--- config.mk ---
export PLATFORM = sky130hd
export DESIGN_NAME = bgu_bin_map
export DESIGN_NICKNAME = d
export VERILOG_FILES = /design/src/hdl/bgu_pkg.sv /design/src/hdl/bgu_bin_map.sv
export SDC_FILE = /design/constraint.sdc
export NUM_CORES = 2
export LEC_CHECK = 0
export BUFFER_PORTS_ARGS = -buffer_cell sky130_fd_sc_hd__buf_4
export CORE_MARGIN = 10
export CORE_UTILIZATION = 50
export DETAILED_ROUTE_END_ITERATION = 7
export PLACE_DENSITY = 0.69
export SLEW_MARGIN = 40
export SYNTH_ARGS = -nofsm -noshare
export SYNTH_HDL_FRONTEND = slang
export SYNTH_SLANG_ARGS = --single-unit
--- constraint.sdc ---
create_clock -name clk -period 6.6 [get_ports clk]
set_input_delay 0 -clock clk [delete_from_list [all_inputs] [get_ports clk]]
set_output_delay 0 -clock clk [all_outputs]
set_load 0.05 [all_outputs]
--- src/hdl/bgu_pkg.sv ---
// Package for the binned grid update core.
// Holds the default grid size, operation codes, register indexes and sequencer states.
// No dependencies.
package bgu_pkg;

	localparam int MAX_COLS_DEF = 64;
	localparam int MAX_ROWS_DEF = 64;

	localparam int DATA_W    = 32;
	localparam int BINS_W    = 7;
	localparam int CFG_IDX_W = 3;
	localparam int OUT_BIN_W = 6;

	typedef enum logic [1:0] {
		KIND_SET  = 2'd0,
		KIND_ADD  = 2'd1,
		KIND_MAX  = 2'd2,
		KIND_READ = 2'd3
	} kind_t;

	localparam logic [CFG_IDX_W-1:0] CFG_X_ORIGIN = 3'd0;
	localparam logic [CFG_IDX_W-1:0] CFG_Y_ORIGIN = 3'd1;
	localparam logic [CFG_IDX_W-1:0] CFG_X_SCALE  = 3'd2;
	localparam logic [CFG_IDX_W-1:0] CFG_Y_SCALE  = 3'd3;
	localparam logic [CFG_IDX_W-1:0] CFG_X_BINS   = 3'd4;
	localparam logic [CFG_IDX_W-1:0] CFG_Y_BINS   = 3'd5;

	localparam logic [DATA_W-1:0] SCALE_RST = 32'h0001_0000;
	localparam logic [BINS_W-1:0] BINS_RST  = 7'd64;

	localparam logic [DATA_W-1:0] SAT_POS = 32'h7FFF_FFFF;
	localparam logic [DATA_W-1:0] SAT_NEG = 32'h8000_0000;

	typedef enum logic [2:0] {
		ST_IDLE,
		ST_SUB,
		ST_MUL,
		ST_CLAMP,
		ST_READ,
		ST_WRITE
	} state_t;

endpackage

--- src/hdl/bgu_bin_map.sv ---
// Coordinate to bin mapper: subtract origin, multiply by scale, clamp.
// Three register stages, one coordinate. Depends on bgu_pkg.
module bgu_bin_map #(
	parameter int CAP   = bgu_pkg::MAX_COLS_DEF,
	parameter int BIN_W = $clog2(CAP)
) (
	input  logic                                clk,
	input  logic signed [bgu_pkg::DATA_W-1:0]   coord,
	input  logic signed [bgu_pkg::DATA_W-1:0]   origin,
	input  logic        [bgu_pkg::DATA_W-1:0]   scale,
	input  logic        [bgu_pkg::BINS_W-1:0]   used,
	output logic        [BIN_W-1:0]             bin
);
	import bgu_pkg::*;

	logic signed [DATA_W:0]   diff;
	logic                     neg_s1;
	logic        [DATA_W-1:0] mag_s1;
	logic                     neg_s2;
	logic        [2*DATA_W-1:0] prod;
	logic        [DATA_W-1:0] hi_s2;
	logic        [DATA_W-1:0] used_ext;
	logic        [DATA_W-1:0] lim;
	logic        [DATA_W-1:0] bin_full;
	logic        [BIN_W-1:0]  bin_s3;

	assign diff = {coord[DATA_W-1], coord} - {origin[DATA_W-1], origin};
	assign prod = {{DATA_W{1'b0}}, mag_s1} * {{DATA_W{1'b0}}, scale};

	always_ff @(posedge clk) begin
		neg_s1 <= diff[DATA_W];
		mag_s1 <= diff[DATA_W-1:0];
		neg_s2 <= neg_s1;
		hi_s2  <= prod[2*DATA_W-1:DATA_W];
		bin_s3 <= bin_full[BIN_W-1:0];
	end

	always_comb begin
		used_ext = DATA_W'(used);
		lim = (used_ext > DATA_W'(CAP)) ? DATA_W'(CAP) : used_ext;
		if (lim == '0) begin
			lim = DATA_W'(1);
		end
		if (neg_s2) begin
			bin_full = '0;
		end else if (hi_s2 >= lim) begin
			bin_full = lim - DATA_W'(1);
		end else begin
			bin_full = hi_s2;
		end
	end

	assign bin = bin_s3;

endmodule

==> metrics.md <==
| Metric | Value |
|---|---|
| Seq/Total Area, Yosys | `3.999%` |
| Post-synth cell types | `69` |
| Failing checks | `setup timing` |
| Fin crit share | `108.3%` |
| Mapped Cells | `3943` |
| Max-slew violation count | `0` |
| Clk sinks | `72` |
| Vias in the first global route | `30030` |
| Synth top area cells | `fa_1 50%, and2_1 11%, ha_1 10%` |
| Vias post-DR | `26810` |
| Vias per cell | `5.194` |
| Clock slew seen by the registers of the worst setup and hold paths | `0.07 ns` |
| Global-route wire length before repair | `155.0 mm` |
| Status | `finished with violations` |
| ANT nets after route | `0` |
| CP required | `6.85 ns` |
| Worst-Margin Slew | `0.7959 ns` |
| Post-Route WL | `93.02 mm` |
| CTS H-Tree Depth | `3` |
| DR DRC count | `0` |
| Final Cell Area | `41470 µm²` |
| Setup crit end kind | `flip-flop` |
| Commonest register cell after synthesis | `dfxtp_1` |
| Layout fillers | `6192` |
| RSZ-0062 raised after global routing | `true` |
| Number of flops mapped to enable cells by yosys | `0` |
| Hold path start | `coord[31]` |
| Fin. Hold Viols | `0` |
| Yosys reg bits | `72` |
| CTS tree | `built` |
| TNS Setup | `-12.21 ns` |
| Core ar. | `71490 µm²` |
| Final HPWL DP | `80.35 mm` |
| Port bufs | `109` |
| TritonCTS Buffers | `9` |
| Overall global routing resource usage | `23.42%` |
| Initial core utilization | `50.41%` |
| Total of max-cap violations | `0` |
| CTS root buffer | `clkbuf_16` |
| Synth Cell Area | `36040 µm²` |
| Final setup viols | `32` |
| Syn Nets | `5243` |
| Row count | `98` |
| Clock skew | `0.01307 ns` |
| Fraction of layout cells with a size suffix above 1 | `15.34%` |
| Commonest non-fill, non-tap cell in the layout | `inv_1` |
| Slowest cell on crit path | `fa_1` |
| Latest clock arrival within the worst-skew pair | `0.37 ns` |
| Drt pass-1 iters | `5` |
| Ys async rst share | `0%` |
| Slew headroom | `46.76%` |
| Max Freq | `139.9 MHz` |
| Min-Delay Path Class | `primary input to flip-flop` |
| 1st-iter DRT viols | `1329` |
| CP Class | `flip-flop to flip-flop` |
| Dpl ws | `-0.6135 ns` |
| Initial antenna violation count | `1` |
| Clock buffer depth | `2` |
| Syn-to-layout area delta | `15.07%` |
| Crit. Startpoint | `mag_s1[13]$_DFF_P_` |
| CP Max Fanout | `8` |
| Die footprint | `83220 µm²` |
| Total grt overflow | `0` |
| Min cycle time layout | `7.146 ns` |
| Die X | `288.5 µm` |
| Most used cell, CP | `fa_1` |
| Post-synth top area share | `49.77%` |
| IO Pins | `110` |
| GP Congestion | `0.9064` |
| Final Core Density | `58.01%` |
| Slowest stage delay, CP | `0.59 ns` |
| Startpoint class of the critical path | `flip-flop` |
| Reg-to-reg startpoint | `mag_s1[13]$_DFF_P_` |
| PnR worst setup slack | `-0.5465 ns` |
| Die H | `288.5 µm` |
| Nets@finish | `5505` |
| Number of synthesis warnings | `0` |
| Largest net degree at the start of global routing | `29` |
| Worst EP arrival | `7.40 ns` |
| DR WL/cell | `18.02 µm` |
| Synthesized area per cell | `9.140 µm²` |
| Yosys top cell by area | `fa_1` |
| Most frequent cells in the layout | `903 x inv_1, 865 x fa_1, 582 x and2_1` |
| Post-DP Area | `39970 µm²` |
cell type report:
class | instances | area (µm²) | share of cell area [%]
Multi-Input combinational cell | 2750 | 31090 | 74.97
Clock inverter | 7 | 102.6 | 0.2474
Timing Repair Buffer | 453 | 3924 | 9.461
Antenna cell | 1 | 2.502 | 0.006034
Tap cell | 950 | 1189 | 2.866
Sequential cell | 72 | 1486 | 3.584
Inverter | 919 | 3450 | 8.318
Clock buffer | 9 | 225.2 | 0.5431
synth_stat cells, drive strengths merged (5+ instances only):
master / count
o21ai: 45
and3: 5
a21o: 46
nand3: 19
xnor2: 40
o21bai: 11
a211oi: 12
nor3: 11
nor4: 7
o211ai: 9
a21oi: 78
and2: 609
xor2: 22
ha: 300
clkbuf: 199
fa: 896
dfxtp: 72
o21a: 10
a31oi: 11
nor2b: 11
nand2b: 5
inv: 918
nand4: 17
or3: 5
nor2: 58
nand2: 469
cells by family after synthesis:
group | share of synthesized area (%)
AND/OR/NAND/NOR | 17.71
adder cells (fa/ha/maj) | 60.19
buffers and inverters | 11.69
AO/OA/AOI/OAI | 4.885
flip-flops | 3.999
XOR/XNOR | 1.507
multiplexers | 0.02778
registers in the layout (all words and copies together), names as in the netlist:
name / count
neg_s2: 1
mag_s1: 32
hi_s2: 32
neg_s1: 1
bin: 6
worst max-delay path: cells and delay by family (launching register included):
| kind | cells | cell delay [ns] |
|---|---|---|
| adders and majority gates | 9 | 4.33 |
| AOI/OAI and AO/OA | 6 | 1.31 |
| buffers and inverters | 9 | 0.80 |
| DFF | 1 | 0.41 |
| and+or+nand+nor | 2 | 0.18 |
routing by layer:
layer  global-route usage (%)  wire length (µm)  part of all wire (%)
met5                        0                 0                     0
met4                    8.517              3870                   4.2
met3                    2.586              4047                   4.4
met2                    42.83             49350                    53
met1                    28.08             35750                    38
through the flow:
stage               hold WS (ns)  std cells
floorplan                 0.1704       3943
global placement          0.2731       5104
detailed placement        0.2803       5104
CTS                     0.008953       5149
global route             0.03248       5161
finish                   0.01805       5161
what timing repair did:
| action | CTS | global route |
|---|---|---|
| pin swaps | 79 | 50 |
| hold buffers | 6 | 0 |
| cloned | 1 | 0 |
| gates resized for setup | 173 | 54 |
| setup endpoints to repair | 32 | 32 |
| setup buffers | 25 | 14 |
| hold endpoints to repair | 5 | 0 |
final timing paths:
kind	endpoint	slack (ns)	cells after the start
max	hi_s2[15]$_DFF_P_	-0.55	26
min	mag_s1[31]$_DFF_P_	0.02	3
max reg2reg	hi_s2[15]$_DFF_P_	-0.55	26
min reg2reg	bin[0]$_SDFF_PP0_	0.52	2
Power is not shown: default switching activity piles up to over one toggle a cycle in this logic, so the estimate is an artifact.
